**src/rtl/snrh_pkg.sv**
```systemverilog
`timescale 1ns / 1ps
// ----------------------------------------------------------------------------
// snrh_pkg
// Shared types, constants and arithmetic helpers for the segment n-gram
// rolling hash block.
// ----------------------------------------------------------------------------
package snrh_pkg;

    localparam int COORD_W  = 6;
    localparam int PROD_W   = 12;
    localparam int SEG_W    = 23;
    localparam int HASH_W   = 31;
    localparam int PRE_W    = 33;
    localparam int INDEX_W  = 16;

    localparam logic [COORD_W-1:0] COORD_MAX  = 6'd49;
    localparam logic [COORD_W-1:0] GRID_MIN   = 6'd2;
    localparam logic [COORD_W-1:0] GRID_MAX   = 6'd50;
    localparam logic [COORD_W-1:0] GRID_RESET = 6'd2;

    // floor(p / 50) == (p * 1311) >> 16 for every p up to 49 * 52
    localparam int QUANT_RECIP = 1311;
    localparam int QUANT_SHIFT = 16;

    localparam int SEG_BASE = 53;

    // base = 3*2^27 + 5, modulus = 3*2^29 + 5
    localparam int BASE_SHIFT = 27;
    localparam logic [PRE_W-1:0] MOD_X1 = 33'd1610612741;
    localparam logic [PRE_W-1:0] MOD_X2 = 33'd3221225482;
    localparam logic [PRE_W-1:0] MOD_X3 = 33'd4831838223;
    localparam logic [PRE_W-1:0] MOD_X4 = 33'd6442450964;

    typedef struct packed {
        logic              eot;
        logic [SEG_W-1:0]  seg;
    } t_seg_item;

    typedef struct packed {
        logic capture;
        logic load;
        logic shift;
    } t_cell_ctl;

    typedef struct packed {
        logic              vld;
        logic              last;
        logic [HASH_W-1:0] hash;
    } t_slot;

    function automatic logic [COORD_W-1:0] grid_clamp(input logic [COORD_W-1:0] v);
        logic [COORD_W-1:0] r;
        r = v;
        if (v < GRID_MIN) begin
            r = GRID_MIN;
        end else if (v > GRID_MAX) begin
            r = GRID_MAX;
        end
        return r;
    endfunction

    function automatic logic [PROD_W-1:0] coord_scale(input logic [COORD_W-1:0] c,
                                                      input logic [COORD_W-1:0] grid);
        logic [COORD_W-1:0] s;
        s = (c > COORD_MAX) ? COORD_MAX : c;
        return PROD_W'(s) * PROD_W'(grid);
    endfunction

    function automatic logic [COORD_W-1:0] cell_of(input logic [PROD_W-1:0] p);
        logic [SEG_W-1:0] m;
        m = SEG_W'(p) * SEG_W'(QUANT_RECIP);
        return m[QUANT_SHIFT +: COORD_W];
    endfunction

    function automatic logic [SEG_W-1:0] seg_code(input logic [COORD_W-1:0] px,
                                                  input logic [COORD_W-1:0] py,
                                                  input logic [COORD_W-1:0] cx,
                                                  input logic [COORD_W-1:0] cy);
        logic [SEG_W-1:0] acc;
        acc = SEG_W'(px) * SEG_W'(SEG_BASE) + SEG_W'(py);
        acc = acc * SEG_W'(SEG_BASE) + SEG_W'(cx);
        acc = acc * SEG_W'(SEG_BASE) + SEG_W'(cy);
        return acc;
    endfunction

    // prev*base + seg folded below 5*modulus, using 3*2^29 == -5 (mod m)
    function automatic logic [PRE_W-1:0] hash_pre(input logic [HASH_W-1:0] prev,
                                                  input logic [SEG_W-1:0]  seg);
        logic [PRE_W:0] five_x;
        logic [PRE_W:0] five_a;
        logic [PRE_W:0] b_term;
        logic [PRE_W:0] sum;
        five_x = (PRE_W+1)'(prev) + (PRE_W+1)'({prev, 2'b00});
        five_a = (PRE_W+1)'(prev[HASH_W-1:2]) + (PRE_W+1)'({prev[HASH_W-1:2], 2'b00});
        b_term = ((PRE_W+1)'(prev[1:0]) + (PRE_W+1)'({prev[1:0], 1'b0})) << BASE_SHIFT;
        sum    = five_x - five_a + b_term + (PRE_W+1)'(seg);
        return sum[PRE_W-1:0];
    endfunction

    function automatic logic [HASH_W-1:0] hash_reduce(input logic [PRE_W-1:0] t);
        logic [PRE_W-1:0] r;
        priority if (t >= MOD_X4) begin
            r = t - MOD_X4;
        end else if (t >= MOD_X3) begin
            r = t - MOD_X3;
        end else if (t >= MOD_X2) begin
            r = t - MOD_X2;
        end else if (t >= MOD_X1) begin
            r = t - MOD_X1;
        end else begin
            r = t;
        end
        return r[HASH_W-1:0];
    endfunction

endpackage

```
**src/rtl/snrh_front.sv**
```systemverilog
`timescale 1ns / 1ps
// ----------------------------------------------------------------------------
// snrh_front
// Input pipeline: saturate and scale coordinates, quantise to grid cells,
// pair with the previous cell into a segment code.
// ----------------------------------------------------------------------------
module snrh_front (
    input  logic                          i_clk,
    input  logic                          i_rst_n,
    input  logic [snrh_pkg::COORD_W-1:0]  i_grid,
    input  logic                          i_valid,
    input  logic [snrh_pkg::COORD_W-1:0]  i_coord_x,
    input  logic [snrh_pkg::COORD_W-1:0]  i_coord_y,
    input  logic                          i_end_of_track,
    output logic                          o_stall,
    input  logic                          i_ready,
    output logic                          o_vld,
    output snrh_pkg::t_seg_item           o_item
);

    logic                          r_s1_vld, r_s2_vld, r_s3_vld;
    logic                          r_s1_eot, r_s2_eot, r_s3_eot;
    logic [snrh_pkg::PROD_W-1:0]   r_s1_px, r_s1_py;
    logic [snrh_pkg::COORD_W-1:0]  r_s2_cx, r_s2_cy;
    logic [snrh_pkg::SEG_W-1:0]    r_s3_seg;
    logic [snrh_pkg::COORD_W-1:0]  r_prev_x, r_prev_y;
    logic                          r_have_prev;

    logic n_s1_vld, n_s2_vld, n_s3_vld;
    logic in_go, s1_go, s2_go, s3_go;
    logic s1_rdy, s2_rdy, s3_rdy;

    always_comb begin
        s3_go  = r_s3_vld & i_ready;
        s3_rdy = ~r_s3_vld | s3_go;
        s2_go  = r_s2_vld & s3_rdy;
        s2_rdy = ~r_s2_vld | s2_go;
        s1_go  = r_s1_vld & s2_rdy;
        s1_rdy = ~r_s1_vld | s1_go;
        in_go  = i_valid & s1_rdy;
    end

    always_comb begin
        n_s1_vld = in_go | (r_s1_vld & ~s1_go);
        n_s2_vld = s1_go | (r_s2_vld & ~s2_go);
        if (s2_go) begin
            n_s3_vld = r_s2_eot | r_have_prev;
        end else begin
            n_s3_vld = r_s3_vld & ~s3_go;
        end
    end

    always_ff @(posedge i_clk) begin
        if (!i_rst_n) begin
            r_s1_vld    <= 1'b0;
            r_s2_vld    <= 1'b0;
            r_s3_vld    <= 1'b0;
            r_have_prev <= 1'b0;
            r_prev_x    <= '0;
            r_prev_y    <= '0;
        end else begin
            r_s1_vld <= n_s1_vld;
            r_s2_vld <= n_s2_vld;
            r_s3_vld <= n_s3_vld;
            if (s2_go) begin
                if (r_s2_eot) begin
                    r_have_prev <= 1'b0;
                    r_prev_x    <= '0;
                    r_prev_y    <= '0;
                end else begin
                    r_have_prev <= 1'b1;
                    r_prev_x    <= r_s2_cx;
                    r_prev_y    <= r_s2_cy;
                end
            end
        end
    end

    always_ff @(posedge i_clk) begin
        if (in_go) begin
            r_s1_eot <= i_end_of_track;
            r_s1_px  <= snrh_pkg::coord_scale(i_coord_x, i_grid);
            r_s1_py  <= snrh_pkg::coord_scale(i_coord_y, i_grid);
        end
        if (s1_go) begin
            r_s2_eot <= r_s1_eot;
            r_s2_cx  <= snrh_pkg::cell_of(r_s1_px);
            r_s2_cy  <= snrh_pkg::cell_of(r_s1_py);
        end
        if (s2_go) begin
            r_s3_eot <= r_s2_eot;
            r_s3_seg <= snrh_pkg::seg_code(r_prev_x, r_prev_y, r_s2_cx, r_s2_cy);
        end
    end

    assign o_stall    = ~s1_rdy;
    assign o_vld      = r_s3_vld;
    assign o_item.eot = r_s3_eot;
    assign o_item.seg = r_s3_seg;

endmodule

```
**src/rtl/snrh_cell.sv**
```systemverilog
`timescale 1ns / 1ps
// ----------------------------------------------------------------------------
// snrh_cell
// One window cell: holds the hash of the window ending at the previous
// segment, extends it by the new segment, and holds one result slot that
// shifts toward the output end of the chain.
// ----------------------------------------------------------------------------
module snrh_cell (
    input  logic                         i_clk,
    input  logic                         i_rst_n,
    input  snrh_pkg::t_cell_ctl          i_ctl,
    input  logic                         i_take,
    input  logic                         i_last,
    input  logic [snrh_pkg::HASH_W-1:0]  i_prev_end,
    input  logic [snrh_pkg::SEG_W-1:0]   i_seg,
    input  snrh_pkg::t_slot              i_next,
    output logic [snrh_pkg::HASH_W-1:0]  o_end,
    output snrh_pkg::t_slot              o_slot
);

    logic [snrh_pkg::PRE_W-1:0]   r_t;
    logic [snrh_pkg::HASH_W-1:0]  r_end;
    logic                         r_vld;
    logic                         r_last;
    logic [snrh_pkg::HASH_W-1:0]  r_hash;
    logic [snrh_pkg::HASH_W-1:0]  fresh;

    assign fresh = snrh_pkg::hash_reduce(r_t);

    always_ff @(posedge i_clk) begin
        if (!i_rst_n) begin
            r_vld <= 1'b0;
        end else if (i_ctl.load) begin
            r_vld <= i_take;
        end else if (i_ctl.shift) begin
            r_vld <= i_next.vld;
        end
    end

    always_ff @(posedge i_clk) begin
        if (i_ctl.capture) begin
            r_t <= snrh_pkg::hash_pre(i_prev_end, i_seg);
        end
        if (i_ctl.load) begin
            r_last <= i_last;
            r_hash <= fresh;
        end else if (i_ctl.shift) begin
            r_last <= i_next.last;
            r_hash <= i_next.hash;
        end
    end

    // window store starts at zero after reset
    always_ff @(posedge i_clk) begin
        if (!i_rst_n) begin
            r_end <= '0;
        end else if (i_ctl.load && i_take) begin
            r_end <= fresh;
        end
    end

    assign o_end       = r_end;
    assign o_slot.vld  = r_vld;
    assign o_slot.last = r_last;
    assign o_slot.hash = r_hash;

endmodule

```
**src/rtl/segment_ngram_rolling_hash.sv**
```systemverilog
`timescale 1ns / 1ps
// ----------------------------------------------------------------------------
// segment_ngram_rolling_hash
// Quantises pointer positions to grid cells, forms segment codes and emits
// the rolling hashes of the windows of 1..WINDOW_MAX segments ending at each
// new segment, shortest first.
//
//   channel   handshake              payload
//   input     i_valid / o_stall      i_coord_x, i_coord_y, i_end_of_track
//   output    o_valid / i_stall      o_window_hash, o_window_length,
//                                    o_finish_index, o_last_of_run
//   config    i_grid_size_we         i_grid_size
//
// Points pass front stages s1 to s3, then s4 (hash pre-sum), then the cells.
// A point's windows (at most WINDOW_MAX) hold the result chain until the
// last is taken; the hash stage holds one item at a time. Track markers
// and first points of a track give no results.
// Synchronous reset clears all control and window state; no clearing pass.
// A stall on the output backs up through the chain into o_stall.
// ----------------------------------------------------------------------------
module segment_ngram_rolling_hash #(
    parameter int WINDOW_MAX = 6
) (
    input  logic                                   i_clk,
    input  logic                                   i_rst_n,
    input  logic                                   i_grid_size_we,
    input  logic [snrh_pkg::COORD_W-1:0]           i_grid_size,
    input  logic                                   i_valid,
    output logic                                   o_stall,
    input  logic [snrh_pkg::COORD_W-1:0]           i_coord_x,
    input  logic [snrh_pkg::COORD_W-1:0]           i_coord_y,
    input  logic                                   i_end_of_track,
    output logic                                   o_valid,
    input  logic                                   i_stall,
    output logic [snrh_pkg::HASH_W-1:0]            o_window_hash,
    output logic [$clog2(WINDOW_MAX+1)-1:0]        o_window_length,
    output logic [snrh_pkg::INDEX_W-1:0]           o_finish_index,
    output logic                                   o_last_of_run
);

    localparam int LEN_W = $clog2(WINDOW_MAX + 1);
    localparam int HV_W  = (WINDOW_MAX > 1) ? $clog2(WINDOW_MAX) : 1;

    logic [snrh_pkg::COORD_W-1:0]  r_grid;
    logic                          r_s4_vld;
    logic                          r_s4_eot;
    logic [HV_W-1:0]               r_hv;
    logic [LEN_W-1:0]              r_pop;
    logic [snrh_pkg::INDEX_W-1:0]  r_seg_cnt;
    logic [snrh_pkg::INDEX_W-1:0]  r_out_index;

    logic                          front_vld;
    snrh_pkg::t_seg_item           front_item;
    snrh_pkg::t_cell_ctl           ctl;

    logic [snrh_pkg::HASH_W-1:0]   w_end  [0:WINDOW_MAX];
    snrh_pkg::t_slot               w_slot [0:WINDOW_MAX];

    logic s3_go, s4_go, pop, chain_free, load;

    snrh_front u_front (
        .i_clk          (i_clk),
        .i_rst_n        (i_rst_n),
        .i_grid         (r_grid),
        .i_valid        (i_valid),
        .i_coord_x      (i_coord_x),
        .i_coord_y      (i_coord_y),
        .i_end_of_track (i_end_of_track),
        .o_stall        (o_stall),
        .i_ready        (~r_s4_vld),
        .o_vld          (front_vld),
        .o_item         (front_item)
    );

    always_comb begin
        pop        = w_slot[0].vld & ~i_stall;
        chain_free = ~w_slot[0].vld | (pop & w_slot[0].last);
        s3_go      = front_vld & ~r_s4_vld;
        s4_go      = r_s4_vld & (r_s4_eot | chain_free);
        load       = s4_go & ~r_s4_eot;
        ctl.capture = s3_go;
        ctl.load    = load;
        ctl.shift   = pop;
    end

    always_ff @(posedge i_clk) begin
        if (!i_rst_n) begin
            r_grid    <= snrh_pkg::GRID_RESET;
            r_s4_vld  <= 1'b0;
            r_hv      <= '0;
            r_pop     <= '0;
            r_seg_cnt <= '0;
        end else begin
            if (i_grid_size_we) begin
                r_grid <= snrh_pkg::grid_clamp(i_grid_size);
            end
            r_s4_vld <= s3_go | (r_s4_vld & ~s4_go);
            if (load) begin
                r_pop     <= '0;
                r_seg_cnt <= r_seg_cnt + 1'b1;
                if (r_hv != HV_W'(WINDOW_MAX - 1)) begin
                    r_hv <= r_hv + 1'b1;
                end
            end else begin
                if (s4_go) begin
                    r_seg_cnt <= '0;
                    r_hv      <= '0;
                end
                if (pop) begin
                    r_pop <= r_pop + 1'b1;
                end
            end
        end
    end

    always_ff @(posedge i_clk) begin
        if (s3_go) begin
            r_s4_eot <= front_item.eot;
        end
        if (load) begin
            r_out_index <= r_seg_cnt;
        end
    end

    assign w_end[0]           = '0;
    assign w_slot[WINDOW_MAX] = '0;

    for (genvar gk = 0; gk < WINDOW_MAX; gk++) begin : g_cell
        snrh_cell u_cell (
            .i_clk      (i_clk),
            .i_rst_n    (i_rst_n),
            .i_ctl      (ctl),
            .i_take     (HV_W'(gk) <= r_hv),
            .i_last     (HV_W'(gk) == r_hv),
            .i_prev_end (w_end[gk]),
            .i_seg      (front_item.seg),
            .i_next     (w_slot[gk+1]),
            .o_end      (w_end[gk+1]),
            .o_slot     (w_slot[gk])
        );
    end

    assign o_valid         = w_slot[0].vld;
    assign o_window_hash   = w_slot[0].hash;
    assign o_last_of_run   = w_slot[0].last;
    assign o_window_length = r_pop + 1'b1;
    assign o_finish_index  = r_out_index;

endmodule

```
**config.mk**
```make
export PLATFORM = sky130hd
export DESIGN_NAME = segment_ngram_rolling_hash
export DESIGN_NICKNAME = d
export VERILOG_FILES = /design/src/rtl/snrh_pkg.sv /design/src/rtl/snrh_front.sv /design/src/rtl/snrh_cell.sv /design/src/rtl/segment_ngram_rolling_hash.sv
export SDC_FILE = /design/constraint.sdc
export NUM_CORES = 2
export LEC_CHECK = 0
export BUFFER_PORTS_ARGS = -buffer_cell sky130_fd_sc_hd__buf_2
export CORE_MARGIN = 2
export CORE_UTILIZATION = 60
export DETAILED_ROUTE_END_ITERATION = 12
export PLACE_DENSITY = 0.76
export SETUP_SLACK_MARGIN = 0.05
export SLEW_MARGIN = 20
export SYNTH_ARGS = -nofsm -noshare
export SYNTH_HDL_FRONTEND = slang
export SYNTH_SLANG_ARGS = --single-unit
```
**constraint.sdc**
```tcl
create_clock -name i_clk -period 18.8 [get_ports i_clk]
set_clock_uncertainty 0.05 [all_clocks]
set_input_delay 1.88 -clock i_clk [delete_from_list [all_inputs] [get_ports i_clk]]
set_output_delay 1.88 -clock i_clk [all_outputs]
set_load 0.02 [all_outputs]
```
; Word level (Yosys, flattened, before mapping)
; Index checks and enable logic that the tools add are counted.
[totals]
n_memories = 0
wordCells = 274
latchBits = 0
ramBits = 0
regBits = 665
input_bits = 24
output_inout_bits = 53
mem_bits_ro = 0
[classes]
mul = 7
n_bitwise = 34
n_shift = 0
div_mod_pow = 0
n_reduce_logical = 10
muxes = 72
addsub = 60
eq_ne = 7
n_lt_le_gt_ge = 34
[op_table]
columns = op, n
row1 = 2-to-1 mux 31 bit, 36
row2 = ">= comparator 33 bit, second input constant", 10
row3 = "subtractor 31 bit, second input constant", 10
row4 = adder 31 x 33 -> 33 bit, 5
row5 = adder 33 x 23 -> 33 bit, 5
row6 = adder 33 bit, 5
row7 = ">= comparator 33 x 31 -> 1 bit, second input constant", 5
row8 = ">= comparator 33 x 32 -> 1 bit, second input constant", 5
row9 = subtractor 33 bit, 5
row10 = adder 29 x 31 -> 32 bit, 5
row11 = "subtractor 31 x 30 -> 31 bit, second input constant", 5
row12 = "subtractor 31 x 5 -> 31 bit, second input constant", 5
row13 = ">= comparator 23 x 33 -> 1 bit, second input constant", 2
row14 = "subtractor 23 x 31 -> 31 bit, second input constant", 2
row15 = adder 23 x 6 -> 23 bit, 2
row16 = "multiplier 23 x 6 -> 23 bit, second input constant", 2
row17 = "multiplier 12 x 11 -> 22 bit, second input constant", 2
row18 = 2-to-1 mux 6 bit, 6
row19 = ">= comparator 23 x 32 -> 1 bit, second input constant", 1
row20 = 2-to-1 mux 16 bit, 2
row21 = ">= comparator 23 x 31 -> 1 bit, second input constant", 1
row22 = "subtractor 23 x 30 -> 31 bit, second input constant", 1
row23 = 2-to-1 mux 1 bit, 25
row24 = multiplier 6 x 6 -> 12 bit, 2
row25 = 25 further kinds, 75

; Depth between registers and ports, before layout
[logic_depth]
word_depth = 9
mapped_depth = 39
depth_no_buf = 39

; Modules after synthesis
; From an unflattened synthesis, not the netlist that was laid out.
[hier_totals]
hier_cells = 7266
hier_area_um2 = 69435.3
[modules_own_cells]
columns = module, seq_area_each_um2, area_per_inst_um2, instances, cells_per_inst
row1 = snrh_cell (g_cell[0].u_cell ...), 2592.5, 8648.3, 4, 919
row2 = snrh_front, 2182.1, 15000.6, 1, 1460
row3 = snrh_cell (g_cell[2].u_cell), 2592.5, 9057.4, 1, 982
row4 = snrh_cell (g_cell[3].u_cell), 2592.5, 8685.8, 1, 943
row5 = segment_ngram_rolling_hash, 1091.0, 2098.3, 1, 205

; Worst setup path before layout
; OpenSTA, ideal clock, no wires.
[synth_path]
kind = reg2reg
startpoint = register u_front.r_prev_x[3] (netlist bit)
endpoint = register u_front.r_s3_seg[22] (netlist bit), data pin
path_slack_ns = 8.928
synth_period_minus_slack_ns = 9.872
n_path_buf = 0
arrival_time_ns = 9.562
stages_incl_launch_ff = 38
setup_ns = 0.260
t_required_ns = 18.490
path_cell_list = dfxtp_1 > ha_1 > ha_1 > inv_1 > fa_1 > fa_1 > inv_1 > ha_1 > a21boi_0 > o21ai_0 > a21boi_0 > o21ai_0 > nand2b_1 > a21o_1 > a21o_1 > xor2_1 > ha_1 > fa_1 > [... 2 more ...] > ha_1 > nand4_1 > nor3_1 > a211o_1 > o31ai_1 > o21ai_0 > a21oi_1 > ha_1 > fa_1 > fa_1 > ha_1 > ha_1 > and3_1 > a31oi_1 > nand3_1 > o211ai_1 > o21ai_0 > xnor2_1
[synth_via]
elab_chain_cells = 6
[synth_rtl]
columns = element, line
row1 = "start, declared", snrh_front.sv:26  ; logic [snrh_pkg::COORD_W-1:0] r_prev_x, r_prev_y;
row2 = "start signal, assigned", snrh_front.sv:72  ; r_prev_x <= r_s2_cx;
row3 = multiplier 6 x 6 -> 12 bit, snrh_pkg.sv:80  ; acc = SEG_W'(px) * SEG_W'(SEG_BASE) + SEG_W'(py);
row4 = adder 12 x 6 -> 13 bit, snrh_pkg.sv:80
row5 = multiplier 23 x 6 -> 23 bit, snrh_pkg.sv:81  ; acc = acc * SEG_W'(SEG_BASE) + SEG_W'(cx);
row6 = adder 23 x 6 -> 23 bit, snrh_pkg.sv:81
row7 = multiplier 23 x 6 -> 23 bit, snrh_pkg.sv:82  ; acc = acc * SEG_W'(SEG_BASE) + SEG_W'(cy);
row8 = adder 23 x 6 -> 23 bit, snrh_pkg.sv:82
row9 = "end signal, assigned", snrh_front.sv:92  ; r_s3_seg <= snrh_pkg::seg_code(r_prev_x, r_prev_y, r_s2_cx, r_s2_cy);
row10 = "end, declared", snrh_front.sv:25  ; logic [snrh_pkg::SEG_W-1:0] r_s3_seg;
; No other way between the ends.
; A chain may end at the register's enable or synchronous reset.

; Worst setup path in the final report
; Same ends and word-level chain as after synthesis.

==> results.py <==
metrics = {
    "outcome": {
        "status": "completed",
    },
    "floorplanning": {
        "initial_core_util_pct": 60.4,
        "io_pins": 77,
        "num_rows": 116,
        "core_region_area_um2": 99900,
        "dieHeight_um": 321,
        "die-area_um2": 103000,
        "die_x_um": 321,
    },
    "setup_path": {
        "worstReg2RegEnd": "u_front.r_s3_seg[22]",
        "path_class": "reg2reg",
        "cp-end-kind": "register",
        "slowest_stage": "fa_1",
        "rr_startpoint": "u_front.r_prev_x[3]",
        "cp_slowest_stage_delay_ns": 0.51,
        "critical_path.max_fanout": 5,
        "r2r_slack_ns": 7.97,
        "crit_arrival_ns": 11.18,
        "reg2reg_depth": 38,
        "start_kind": "register",
        "required_ns": 19.15,
        "crit_top_cell": "ha_1",
    },
    "detailed_routing": {
        "ant_nets": 0,
        "drt-pass1-iter-count": 5,
        "vias": 46063,
        "drt_wl_total_mm": 154,
        "drtIter0Drc": 4150,
        "post-route-drc-count": 0,
        "drt-vias-per-instance": 6.15,
        "wl_per_cell_um": 20.6,
    },
    "placement": {
        "dp_slack_ns": 7.93,
        "place_inst": 7343,
        "io_buffer_count": 76,
        "dpl.hpwl_mm": 118,
        "gp_congestion": 0.945,
    },
    "timing": {
        "fin_crit_ns": 10.83,
        "drv_slew": 0,
        "hold_viol": 0,
        "worst_slew_pin_slew_ns": 1.17,
        "fmax_mhz": 92.4,
        "setup_viol_count_final": 0,
        "relSlewSlack_pct": 21.3,
        "post-route-period-util_pct": 57.6,
        "finalSetupTns_ns": 0,
        "rsz0062_at_grt": "false",
        "setup_ws_ns": 7.97,
    },
    "logic_synthesis": {
        "syn_area_per_cell_um2": 9.90,
        "yosysSeqAreaShare_pct": 29.4,
        "synth-edff-count": 459,
        "synth_ff_type": "edfxtp_1",
        "syn-instance-count": 6096,
        "synth.top_cell.area_share_pct": 22.8,
        "netlist_area_um2": 60300,
        "synth_nets": 7359,
        "ys_warn_count": 0,
        "ys_ff_latch": 657,
        "synth.distinct_cells": 109,
        "synthArstFlopShare_pct": 0,
        "ys_top_cells_by_area": "edfxtp_1 (23%), ha_1 (16%), fa_1 (15%)",
        "synth_top_area_cell": "edfxtp_1",
    },
    "hold_path": {
        "hold_end": "g_cell[0].u_cell.r_t[1]",
        "hp-start": "u_front.r_s3_seg[1]",
        "min_path_type": "reg2reg",
        "hold_depth": 0,
    },
    "global_route": {
        "grt_pass1_wl_mm": 247,
        "grt_pass1_vias": 45092,
        "grt_max_degree": 190,
        "antenna_found_initial": 0,
        "track_usage_pct": 30.2,
        "grt_overflow": 0,
    },
    "power_and_ir_drop": {
        "total_power_mw": 10.2,
        "vdd_ir_drop_max_mv": 0.404,
        "p_leak_nw": 28.1,
        "p_per_area_nw_per_um2": 158,
    },
    "clocking": {
        "htreeDepth": 3,
        "root_buffer": "clkbuf_16",
        "clkLatencyLatePin_ns": 0.66,
        "cts_setup_buffers": 0,
        "cts_hold_buffers": 0,
        "clkSinkCount": 657,
        "cts_buffer_depth": 3,
        "cts_buffers": 76,
        "clk_pin_slew_ns": 0.06,
        "cts_resized": 0,
        "cts_tree": "yes",
    },
    "finish": {
        "area_delta_synth_final_pct": 7.18,
        "fin_cells": 7486,
        "layout-drive-gt1-share_pct": 5.37,
        "final_nets": 7389,
        "diodes": 0,
    },
    "job": {
        "maxCapViolCount": 0,
    },
}
-- worst max-delay path by stage --
stage | start | endpoint | slack, ns | depth (start not counted)
2_1_floorplan | u_front.r_prev_x[3] | u_front.r_s3_seg[22] | 8.93 | 37
5_1_grt | u_front.r_prev_x[1] | u_front.r_s3_seg[22] | 7.20 | 38
3_3_place_gp | u_front.r_prev_x[1] | u_front.r_s3_seg[22] | 8.10 | 38
3_5_place_dp | u_front.r_prev_x[1] | u_front.r_s3_seg[22] | 7.93 | 38
6_report | u_front.r_prev_x[3] | u_front.r_s3_seg[22] | 7.97 | 38
4_1_cts | u_front.r_prev_x[3] | u_front.r_s3_seg[22] | 7.93 | 38
-- registers in the layout, summed over array words and instances, names as in the netlist, 12 cells and up --
name,flops
u_front.r_s1_px,12
g_cell.u_cell.r_hash,186
r_seg_cnt,16
u_front.r_s3_seg,23
g_cell.u_cell.r_t,188
u_front.r_s1_py,12
o_finish_index,16
g_cell.u_cell.o_end,147
-- layout make-up --
class | instances | area (um2)
clock inverter | 36 | 363
sequential | 657 | 17700
fill | 8029 | 35200
inverter | 478 | 1800
timing repair buffer | 115 | 758
tap | 1298 | 1620
clock buffer | 104 | 2200
multi-input combinational | 4798 | 40200
-- worst max-delay path, delay by kind of cell, from the launching register on --
| kind | cells | cell delay, ns |
|---|---|---|
| xor gates and xnor gates | 2 | 0.44 |
| adders and majority gates | 15 | 5.70 |
| DFF | 1 | 0.44 |
| buffers and inverters | 2 | 0.09 |
| AOI/OAI and AO/OA | 14 | 3.31 |
| and+or+nand+nor | 5 | 0.56 |
-- cells in the final DEF (no fill, tap or decap), types with 154 or more instances in the layout --
master,netlist,layout
xnor2_1,333,333
xor2_1,154,154
dfxtp_1,198,198
fa_1,453,453
inv_1,476,476
nand2_1,520,519
a21oi_1,479,477
ha_1,786,786
o21ai_0,416,415
edfxtp_1,459,459
nor2_1,351,350
-- cells by family after synthesis --
kind of cell,count (synthesis),synth area share (%)
buf+inv,641,4.09
xor+xnor,487,7.07
flops,657,29.4
simple gates,1548,12.4
fa+ha+maj,1239,31.3
mux,10,0.170
compound gates,1514,15.6
-- power by group --
part	total [mW]	internal (mW)	switching, mW
clock network	1.54	0.895	0.641
logic	6.53	2.88	3.65
registers	2.15	2.00	0.155
total	10.2	5.77	4.45
-- metrics by stage --
step                      hold WS, ns  instance area (um2)  utilization, %
final                           0.399                64700            64.8
after global routing            0.410                64700            64.8
after CTS                       0.398                64600            64.7
after detailed placement        0.382                62000            62.1
after global placement          0.355                62000            62.1
after floorplan                 0.350                60300               -
-- metal layers --
metal,up-vias,GRT usage (%),wire (um)
met4,0,10.6,5610
met5,-,0,0
li1,21793,-,-
met1,22411,42.5,67300
met2,1583,47.8,70000
met3,276,4.53,11200
-- Yosys cell counts, drive strengths merged, types with 128 or more instances --
| master | instances |
|---|---|
| edfxtp | 459 |
| xnor2 | 333 |
| dfxtp | 198 |
| clkbuf | 147 |
| xor2 | 154 |
| nor3 | 132 |
| a21o | 128 |
| o21ai | 429 |
| inv | 477 |
| nand2 | 521 |
| fa | 453 |
| ha | 786 |
| nor2 | 352 |
| a21oi | 480 |
Note: power is estimated with default switching activity, not from simulation.
